**src/rtl/rgb_to_hsl_converter_unit_assert.svh**
```systemverilog
// Assertion macros for the RGB to HSL converter.
// Used by the top level; expects clk_i and rst_ni in scope.
`ifndef RGB_TO_HSL_CONVERTER_UNIT_ASSERT_SVH
`define RGB_TO_HSL_CONVERTER_UNIT_ASSERT_SVH

// check while out of reset
`define RHC_ASSERT(label, prop) \
  label: assert property (@(posedge clk_i) disable iff (!rst_ni) (prop)) \
    else $error("rhc assertion failed");

// check at every edge, reset included
`define RHC_ASSERT_ALWAYS(label, prop) \
  label: assert property (@(posedge clk_i) (prop)) \
    else $error("rhc assertion failed during reset");

`endif

```
**src/rtl/rhc_pkg.sv**
```systemverilog
// Package for the RGB to HSL converter: widths, beat types and pipeline types.
// No dependencies.
`default_nettype none

package rhc_pkg;

  localparam int ChannelBits = 8;
  localparam int FracBits    = 16;
  localparam int SumW        = ChannelBits + 1;
  localparam int DivW        = ChannelBits + 3;
  localparam int NumW        = ChannelBits + 4;

  localparam logic [ChannelBits-1:0] ChanFull = {ChannelBits{1'b1}};
  localparam logic [SumW-1:0]        SumFull  = {1'b0, ChanFull};
  localparam logic [SumW-1:0]        SumMax   = {ChanFull, 1'b0};

  typedef enum logic [1:0] {
    SecRed,
    SecGreen,
    SecBlue
  } sector_e;

  typedef struct packed {
    logic [ChannelBits-1:0] red;
    logic [ChannelBits-1:0] green;
    logic [ChannelBits-1:0] blue;
  } pixel_t;

  typedef struct packed {
    logic [FracBits-1:0] hue;
    logic [FracBits-1:0] saturation;
    logic [SumW-1:0]     lightness_sum;
  } hsl_t;

  typedef struct packed {
    logic [ChannelBits-1:0] mn;
    logic [ChannelBits-1:0] mx;
    logic signed [SumW-1:0] diff;
    sector_e                sector;
  } front_t;

  typedef struct packed {
    logic [DivW-1:0]     rem;
    logic [DivW-1:0]     dvs;
    logic [FracBits-1:0] quo;
  } lane_t;

  typedef struct packed {
    lane_t           hue;
    lane_t           sat;
    logic [SumW-1:0] lsum;
    logic            grey;
  } pipe_t;

endpackage

`default_nettype wire

```
**src/rtl/rhc_front.sv**
```systemverilog
// Front end of the converter: min/max and sector pick, then divider set-up.
// Two register stages; depends on rhc_pkg.
`default_nettype none

module rhc_front (
  input  wire logic            clk_i,
  input  wire logic            rst_ni,
  input  wire logic            en_i,
  input  wire logic            valid_i,
  input  wire rhc_pkg::pixel_t data_i,
  output logic                 valid_o,
  output rhc_pkg::pipe_t       data_o
);

  localparam int C = rhc_pkg::ChannelBits;
  localparam int F = rhc_pkg::FracBits;

  rhc_pkg::front_t fr_d, fr_q;
  logic            va_q, vb_q;
  rhc_pkg::pipe_t  pb_d, pb_q;

  logic [C-1:0]                 delta;
  logic [rhc_pkg::SumW-1:0]     sum;
  logic [rhc_pkg::SumW-1:0]     den_w;
  logic [rhc_pkg::DivW-1:0]     six;
  logic signed [rhc_pkg::NumW-1:0] base, num;
  logic [C+F-1:0]               sat_div;

  always_comb begin
    fr_d.mn = data_i.red;
    if (data_i.green < fr_d.mn) fr_d.mn = data_i.green;
    if (data_i.blue  < fr_d.mn) fr_d.mn = data_i.blue;
    fr_d.mx = data_i.red;
    if (data_i.green > fr_d.mx) fr_d.mx = data_i.green;
    if (data_i.blue  > fr_d.mx) fr_d.mx = data_i.blue;
    if (data_i.red >= data_i.green && data_i.red >= data_i.blue) begin
      fr_d.sector = rhc_pkg::SecRed;
      fr_d.diff   = $signed({1'b0, data_i.green}) - $signed({1'b0, data_i.blue});
    end else if (data_i.green >= data_i.blue) begin
      fr_d.sector = rhc_pkg::SecGreen;
      fr_d.diff   = $signed({1'b0, data_i.blue}) - $signed({1'b0, data_i.red});
    end else begin
      fr_d.sector = rhc_pkg::SecBlue;
      fr_d.diff   = $signed({1'b0, data_i.red}) - $signed({1'b0, data_i.green});
    end
  end

  always_comb begin
    delta = fr_q.mx - fr_q.mn;
    sum   = {1'b0, fr_q.mx} + {1'b0, fr_q.mn};
    den_w = (sum < rhc_pkg::SumFull) ? sum : rhc_pkg::SumMax - sum;
    six   = {1'b0, delta, 2'b00} + {2'b00, delta, 1'b0};
    case (fr_q.sector)
      rhc_pkg::SecRed:   base = '0;
      rhc_pkg::SecGreen: base = $signed({3'b000, delta, 1'b0});
      rhc_pkg::SecBlue:  base = $signed({2'b00, delta, 2'b00});
      default:           base = '0;
    endcase
    num = base + rhc_pkg::NumW'(fr_q.diff);
    if (num < 0) num = num + $signed({1'b0, six});
    sat_div = {delta, {F{1'b0}}} - {{F{1'b0}}, delta};

    pb_d.hue.rem = num[rhc_pkg::DivW-1:0];
    pb_d.hue.dvs = six;
    pb_d.hue.quo = '0;
    pb_d.sat.rem = {3'b000, sat_div[C+F-1:F]};
    pb_d.sat.dvs = {2'b00, den_w};
    pb_d.sat.quo = sat_div[F-1:0];
    pb_d.lsum    = sum;
    pb_d.grey    = (delta == '0);
  end

  always_ff @(posedge clk_i or negedge rst_ni) begin
    if (!rst_ni) begin
      va_q <= 1'b0;
      vb_q <= 1'b0;
    end else if (en_i) begin
      va_q <= valid_i;
      vb_q <= va_q;
    end
  end

  always_ff @(posedge clk_i) begin
    if (en_i) begin
      fr_q <= fr_d;
      pb_q <= pb_d;
    end
  end

  assign valid_o = vb_q;
  assign data_o  = pb_q;

endmodule

`default_nettype wire

```
**src/rtl/rhc_div_stage.sv**
```systemverilog
// One restoring-division step for the hue and saturation lanes.
// One register stage; depends on rhc_pkg.
`default_nettype none

module rhc_div_stage (
  input  wire logic           clk_i,
  input  wire logic           rst_ni,
  input  wire logic           en_i,
  input  wire logic           valid_i,
  input  wire rhc_pkg::pipe_t data_i,
  output logic                valid_o,
  output rhc_pkg::pipe_t      data_o
);

  localparam int W = rhc_pkg::DivW;
  localparam int F = rhc_pkg::FracBits;

  function automatic rhc_pkg::lane_t div_step(input rhc_pkg::lane_t l);
    rhc_pkg::lane_t r;
    logic [W:0]     t;
    logic [W:0]     s;
    logic           ge;
    t  = {l.rem, l.quo[F-1]};
    s  = t - {1'b0, l.dvs};
    ge = (t >= {1'b0, l.dvs});
    r.rem = ge ? s[W-1:0] : t[W-1:0];
    r.dvs = l.dvs;
    r.quo = {l.quo[F-2:0], ge};
    return r;
  endfunction

  rhc_pkg::pipe_t p_d, p_q;
  logic           v_q;

  always_comb begin
    p_d      = data_i;
    p_d.hue  = div_step(data_i.hue);
    p_d.sat  = div_step(data_i.sat);
  end

  always_ff @(posedge clk_i or negedge rst_ni) begin
    if (!rst_ni) begin
      v_q <= 1'b0;
    end else if (en_i) begin
      v_q <= valid_i;
    end
  end

  always_ff @(posedge clk_i) begin
    if (en_i) begin
      p_q <= p_d;
    end
  end

  assign valid_o = v_q;
  assign data_o  = p_q;

endmodule

`default_nettype wire

```
**src/rtl/rgb_to_hsl_converter_unit.sv**
```systemverilog
// Top level of the RGB to HSL converter: front end plus division pipeline.
// Depends on rhc_pkg, rhc_front, rhc_div_stage and the assertion header.
//
// Usage:
//   Input channel in_valid_i/in_ready_o carries one pixel beat (red, green,
//   blue). Output channel out_valid_o/out_ready_i carries one HSL beat (hue,
//   saturation, lightness_sum) for every pixel, in order.
//   Pipeline: 18 register stages (two front stages, then one restoring-division
//   step per hue/saturation bit, 16 stages) lie between input and output.
//   Throughput: one beat per cycle while the output is not stalled; each
//   division bit has its own stage.
//   Grey pixels give hue 0 and saturation 0.
//   Stall: the whole pipeline, bubbles included, holds while a result waits at
//   the output and out_ready_i is low; in_ready_o is then low. Beats keep
//   entering while the output is free or being taken.
//   Reset: rst_ni clears all valid bits at once; no beat is in flight after.
`default_nettype none

`include "rgb_to_hsl_converter_unit_assert.svh"

module rgb_to_hsl_converter_unit (
  input  wire logic            clk_i,
  input  wire logic            rst_ni,
  input  wire logic            in_valid_i,
  output logic                 in_ready_o,
  input  wire rhc_pkg::pixel_t in_data_i,
  output logic                 out_valid_o,
  input  wire logic            out_ready_i,
  output rhc_pkg::hsl_t        out_data_o
);

  localparam int F = rhc_pkg::FracBits;

  rhc_pkg::pipe_t stg [F+1];
  logic [F:0]     vld;
  logic           en;

  assign en         = !vld[F] || out_ready_i;
  assign in_ready_o = en;

  rhc_front u_front (
    .clk_i   (clk_i),
    .rst_ni  (rst_ni),
    .en_i    (en),
    .valid_i (in_valid_i),
    .data_i  (in_data_i),
    .valid_o (vld[0]),
    .data_o  (stg[0])
  );

  for (genvar i = 0; i < F; i++) begin : g_div
    rhc_div_stage u_step (
      .clk_i   (clk_i),
      .rst_ni  (rst_ni),
      .en_i    (en),
      .valid_i (vld[i]),
      .data_i  (stg[i]),
      .valid_o (vld[i+1]),
      .data_o  (stg[i+1])
    );
  end

  assign out_valid_o              = vld[F];
  assign out_data_o.hue           = stg[F].grey ? '0 : stg[F].hue.quo;
  assign out_data_o.saturation    = stg[F].grey ? '0 : stg[F].sat.quo;
  assign out_data_o.lightness_sum = stg[F].lsum;

  `RHC_ASSERT(a_lsum_range, out_valid_o |-> out_data_o.lightness_sum <= rhc_pkg::SumMax)
  `RHC_ASSERT(a_sat_not_extreme, (out_valid_o && out_data_o.saturation != '0) |-> (out_data_o.lightness_sum != '0 && out_data_o.lightness_sum != rhc_pkg::SumMax))
  `RHC_ASSERT_ALWAYS(a_reset_empty, !rst_ni |=> !out_valid_o)

endmodule

`default_nettype wire
```
**config.mk**
```make
export PLATFORM = sky130hd
export DESIGN_NAME = rgb_to_hsl_converter_unit
export DESIGN_NICKNAME = d
export VERILOG_FILES = /design/src/rtl/rhc_pkg.sv /design/src/rtl/rhc_front.sv /design/src/rtl/rhc_div_stage.sv /design/src/rtl/rgb_to_hsl_converter_unit.sv
export VERILOG_INCLUDE_DIRS = /design/src /design/src/rtl
export SDC_FILE = /design/constraint.sdc
export NUM_CORES = 2
export LEC_CHECK = 0
export BUFFER_PORTS_ARGS = -buffer_cell sky130_fd_sc_hd__buf_4
export CORE_AREA = 2 2 359 361
export DETAILED_ROUTE_END_ITERATION = 8
export DIE_AREA = 0 0 361 363
export PLACE_DENSITY = 0.63
export SYNTH_ARGS = -nofsm -noshare
export SYNTH_HDL_FRONTEND = slang
export SYNTH_SLANG_ARGS = --single-unit
```
**constraint.sdc**
```tcl
create_clock -name clk_i -period 43.4 [get_ports clk_i]
set_clock_uncertainty 0.05 [all_clocks]
set_input_delay 6.51 -clock clk_i [delete_from_list [all_inputs] [get_ports clk_i]]
set_output_delay 6.51 -clock clk_i [all_outputs]
set_load 0.02 [all_outputs]
```
# [Yosys cells after proc, flatten, opt, wreduce, memory -nomap -nowiden]
# Index checks and enable logic that the tools add are counted.
[word_totals] regBits=1291 inputBits=28 out_inout_bits=43
[op_classes] add_sub_neg=40 order_cmp=41 eq_ne=2 n_mux=41 reduce_logical=4
[ops] op="2-to-1 mux 11 bit" count=32
[ops] op=">= comparator 12 x 11 -> 1 bit" count=16
[ops] op=">= comparator 12 x 9 -> 1 bit" count=15
[ops] op="subtractor 11 bit" count=15
[ops] op="subtractor 11 x 9 -> 11 bit" count=14
[ops] op="2-to-1 mux 16 bit" count=2
[ops] op="2-to-1 mux 8 bit" count=4
[ops] op="subtractor 8 x 8 -> 9 bit" count=3
[ops] op=">= comparator 8 bit" count=3
[ops] op="subtractor 24 x 8 -> 24 bit" count=1
[ops] op="one-hot mux 10 bit (2 select lines)" count=1
[ops] op="2-to-1 mux 9 bit" count=2
[ops] op="> comparator 8 bit" count=2
[ops] op="< comparator 8 bit" count=2
[ops] op="adder 11 x 9 -> 12 bit" count=1
[ops] op="< comparator 12 x 1 -> 1 bit, second input constant" count=1
[ops] op="adder 10 x 9 -> 11 bit" count=1
[ops] op="adder 11 bit" count=1
[ops] op="subtractor 9 x 9 -> 10 bit" count=1
[ops] op="adder 8 x 8 -> 9 bit" count=1
[ops] op=">= comparator 9 bit" count=1
[ops] op="< comparator 9 x 8 -> 1 bit, second input constant" count=1
[ops] op="subtractor 9 bit, first input constant" count=1
[ops] op="logical NOT 8 bit" count=1
[ops] op="other kinds (6)" count=6

# [Longest topological paths before layout]
[logic_depth] word_depth=5 ltp_mapped=22 depth_no_buf=21

# [By module]
# From an unflattened synthesis, not the netlist that was laid out.
[hier_totals] hier_cells=5432 area_unflattened_um2=72998.8
[modules_own_cells] mod="rhc_div_stage (g_div[13].u_step ...)" n_inst=9 cells_per_inst=311 area_per_inst_um2=4161.5 seq_area_each_um2=2607.5
[modules_own_cells] mod="rhc_div_stage (g_div[0].u_step ...)" n_inst=6 cells_per_inst=263 area_per_inst_um2=3977.6 seq_area_each_um2=2607.5
[modules_own_cells] mod="rhc_front" n_inst=1 cells_per_inst=710 area_per_inst_um2=7313.3 seq_area_each_um2=2632.5
[modules_own_cells] mod="rhc_div_stage (g_div[3].u_step)" n_inst=1 cells_per_inst=309 area_per_inst_um2=4137.7 seq_area_each_um2=2607.5
[modules_own_cells] mod="rgb_to_hsl_converter_unit" n_inst=1 cells_per_inst=36 area_per_inst_um2=229.0 seq_area_each_um2=0.0

# [Worst setup path before layout]
# No wires, ideal clock.
[synth_timing] path_type="input -> output" from="input port out_ready_i" to="output port in_ready_o" arrival_ns=29.654 required_ns=36.840 setup_slack_ns=7.186 path_stages=4 path_buffers=2 path_cell_list="nor2b_1 > clkbuf_1 > clkbuf_1 > inv_1"
[synth_via] elab_chain_cells=1
[synth_rtl] element="from (decl)" line="rgb_to_hsl_converter_unit.sv:28" text="input wire logic out_ready_i,"
[synth_rtl] element="logical OR 1 bit" line="rgb_to_hsl_converter_unit.sv:38" text="assign en = !vld[F] || out_ready_i;"
[synth_rtl] element="to (decl)" line="rgb_to_hsl_converter_unit.sv:25" text="output logic in_ready_o,"
# Every way passes these cells.

# [Worst setup path after layout]
# Same ends and word-level chain as after synthesis.

==> qor.csv <==
stage,metric,value,unit
floorplan,initial_core_util,44.9,%
cells_and_area,fillers,10734,
logic_synthesis,synth_nets,4677,
route,drc,0,
placement,place_congestion,0.884,
timing,setup_viol,0,
logic_synthesis,syn_inst,4219,
placement,io_buffers,70,
floorplan,fp.dieW,361,µm
route,vias,31272,
route,routed-wl-met3,2.82,mm
clocking,clock_path_buffers,3,
floorplan,pin_count,71,
logic_synthesis,yosys-top-cells-count,"edfxtp_1, inv_1, ha_1",
clocking,hold_buffers,0,
global_routing,grt_usage,14.2,%
logic_synthesis,synth_ff_type,edfxtp_1,
clocking,clk_pin_slew_worst_paths,60,ps
timing,fmax,70.6,MHz
status,status,"finished, final reports clean",
floorplan,std_cell_rows,131,
cells_and_area,area_growth,12.0,%
worst_setup_path,r2r_cells,14,
logic_synthesis,yosysUniqueCellTypes,86,
logic_synthesis,synth_seq_cells,1193,
logic_synthesis,synth-async-reset-ratio,1.51,%
floorplan,coreArea,127000,µm²
route,vias_per_cell,5.08,
logic_synthesis,synth_edf_count,1175,
route,dr.pass1.iters,5,
timing,final.min_clock_period,14170,ps
clocking,post_cts_buffers,0,
route,drtAntennaViolNets,0,
timing,rsz0062_at_grt,false,
worst_setup_path,crit_path_max_fanout,100,
cells_and_area,nets,4855,
floorplan,fp.dieH,363,µm
clocking,cts-htree-levels,4,
global_routing,grt_pass1_vias,32191,
min_path,min_path_cells,0,
global_routing,overflow,0,
min_path,hp-class,register to register,
clocking,cts_buffers,130,
worst_setup_path,crit_path_start_kind,primary input,
worst_setup_path,cp.arrival,7610,ps
worst_setup_path,end_kind,primary output,
timing,tns,0,ps
logic_synthesis,ys_seq_area_share,62.7,%
global_routing,grt_max_degree,188,
route,avgRoutedWirePerCell,15.0,µm
global_routing,antenna_found_initial,0,
logic_synthesis,yosys.area.top_type,edfxtp_1,
timing,finalHoldViolCount,0,
clocking,clkSinkCount,1193,
worst_setup_path,cp.required,36840,ps
route,wirelength,92.4,mm
clocking,cts_root_buf,clkbuf_16,
route,met2_length,51.8,mm
logic_synthesis,avgSynthCellArea,13.5,µm²
timing,worst_pin_slew,1160,ps
placement,dpl.hpwl,65.6,mm
clocking,clock_latency,750,ps
route,wl_met1,34.4,mm
timing,slew_headroom,22.5,%
logic_synthesis,yosysMostFrequentCell,edfxtp_1,
clocking,cts_tree,yes,
route,drt_iter0_markers,1598,
floorplan,die-area,131000,µm²
logic_synthesis,yosys_warnings,0,
cells_and_area,antenna_cells,0,
logic_synthesis,synth.area.top_cells,"edfxtp_1, ha_1, inv_1",
global_routing,grt_pass1_wl,152,mm
cells_and_area,drive_gt1_share,10.5,%
timing,min_period_over_period,32.6,%
route,highest_layer,met4,
logic_synthesis,synth_area,57000,µm²
worst_setup_path,critPathKind,primary input to primary output,
clocking,ctsResizeCount,0,
logic_synthesis,synth_top_area_share,61.9,%
run,drv_cap,0,
timing,slew_viol_final,0,
-- sequential cells by signal, summed over array words and instances, names as in the netlist --
register	flops
g_div.u_step.valid_o	16
u_front.fr_q	27
u_front.data_o	59
g_div.u_step.data_o	1089
u_front.valid_o	1
u_front.va_q	1
-- through the flow --
step	setup slack (ps)	area, µm²	hold slack, ps	instances	utilization [%]
3_3_place_gp	29170	59600	350	5927	46.9
6_report	29230	63800	346	6159	50.2
2_1_floorplan	7190	57000	350	4219	-
5_1_grt	29100	63800	354	6159	50.2
3_5_place_dp	29150	59600	355	5927	46.9
4_1_cts	29150	63800	347	6159	50.2
-- path summary, 6_finish.rpt --
kind                                                  from                          to  slack, ps
worst max-delay path                           out_ready_i                  in_ready_o      29230
worst min-delay path            g_div[0].u_step.data_o[20]  g_div[1].u_step.data_o[21]        350
worst max register to register            u_front.fr_q[12]          u_front.data_o[80]      37970
worst min register to register  g_div[0].u_step.data_o[20]  g_div[1].u_step.data_o[21]        350
max in group asynchronous                           rst_ni     g_div[6].u_step.valid_o      37530
min in group asynchronous                           rst_ni    g_div[15].u_step.valid_o       5580
-- critical path, stage by stage --
cell and delay (ps):
buf_4 80, nor2b_1 30, buf_4 210, inv_8 510, buf_4 260
-- cells in the final DEF, fill, tap and decap left out, types with 15 or more instances in the layout --
| cell | n |
|---|---|
| a211oi_1 | 37 |
| clkbuf_16 | 131 |
| o31ai_1 | 36 |
| mux2_2 | 136 |
| a21o_1 | 101 |
| dfrtp_1 | 18 |
| clkbuf_1 | 29 |
| a31oi_1 | 15 |
| fa_1 | 38 |
| a21oi_1 | 141 |
| a221oi_1 | 23 |
| edfxtp_1 | 1175 |
| buf_4 | 106 |
| clkinv_1 | 27 |
| mux2i_1 | 63 |
| or2_2 | 16 |
| nand4_1 | 60 |
| ha_1 | 392 |
| nand3_1 | 30 |
| inv_1 | 497 |
| nor2_1 | 187 |
| nand2b_1 | 65 |
| nand2_1 | 193 |
| xnor2_1 | 154 |
| xor2_1 | 86 |
| a21boi_0 | 47 |
| nor2b_1 | 134 |
| o21ai_0 | 251 |
| nor3_1 | 63 |
| o21a_1 | 31 |
-- routing by layer --
metal,global-route usage (%),vias to the layer above
met5,0,-
met4,6.16,0
met3,2.77,218
met2,28.3,403
met1,14.1,14927
li1,-,15724
-- layout make-up --
| type | count | area [µm²] | area share (%) |
|---|---|---|---|
| clock buffers | 160 | 3390 | 5.31 |
| clock inverters | 72 | 825 | 1.29 |
| inverters | 501 | 1890 | 2.96 |
| multi-input cells | 2463 | 19100 | 29.9 |
| flip-flops and latches | 1193 | 35700 | 56.0 |
| well taps | 1662 | 2080 | 3.26 |
| repair buffers | 108 | 836 | 1.31 |
-- logic make-up after synthesis --
group | count (synthesis) | share of synthesized area (%)
AOI/OAI and AO/OA | 778 | 8.73
xor gates and xnor gates | 243 | 3.81
adders and majority gates | 430 | 9.94
buffers and inverters | 563 | 3.84
DFF | 1193 | 62.7
muxes | 201 | 3.83
and+or+nand+nor | 811 | 7.12
Power is not shown: default switching activity piles up to over one toggle a cycle in this logic, so the estimate is an artifact.
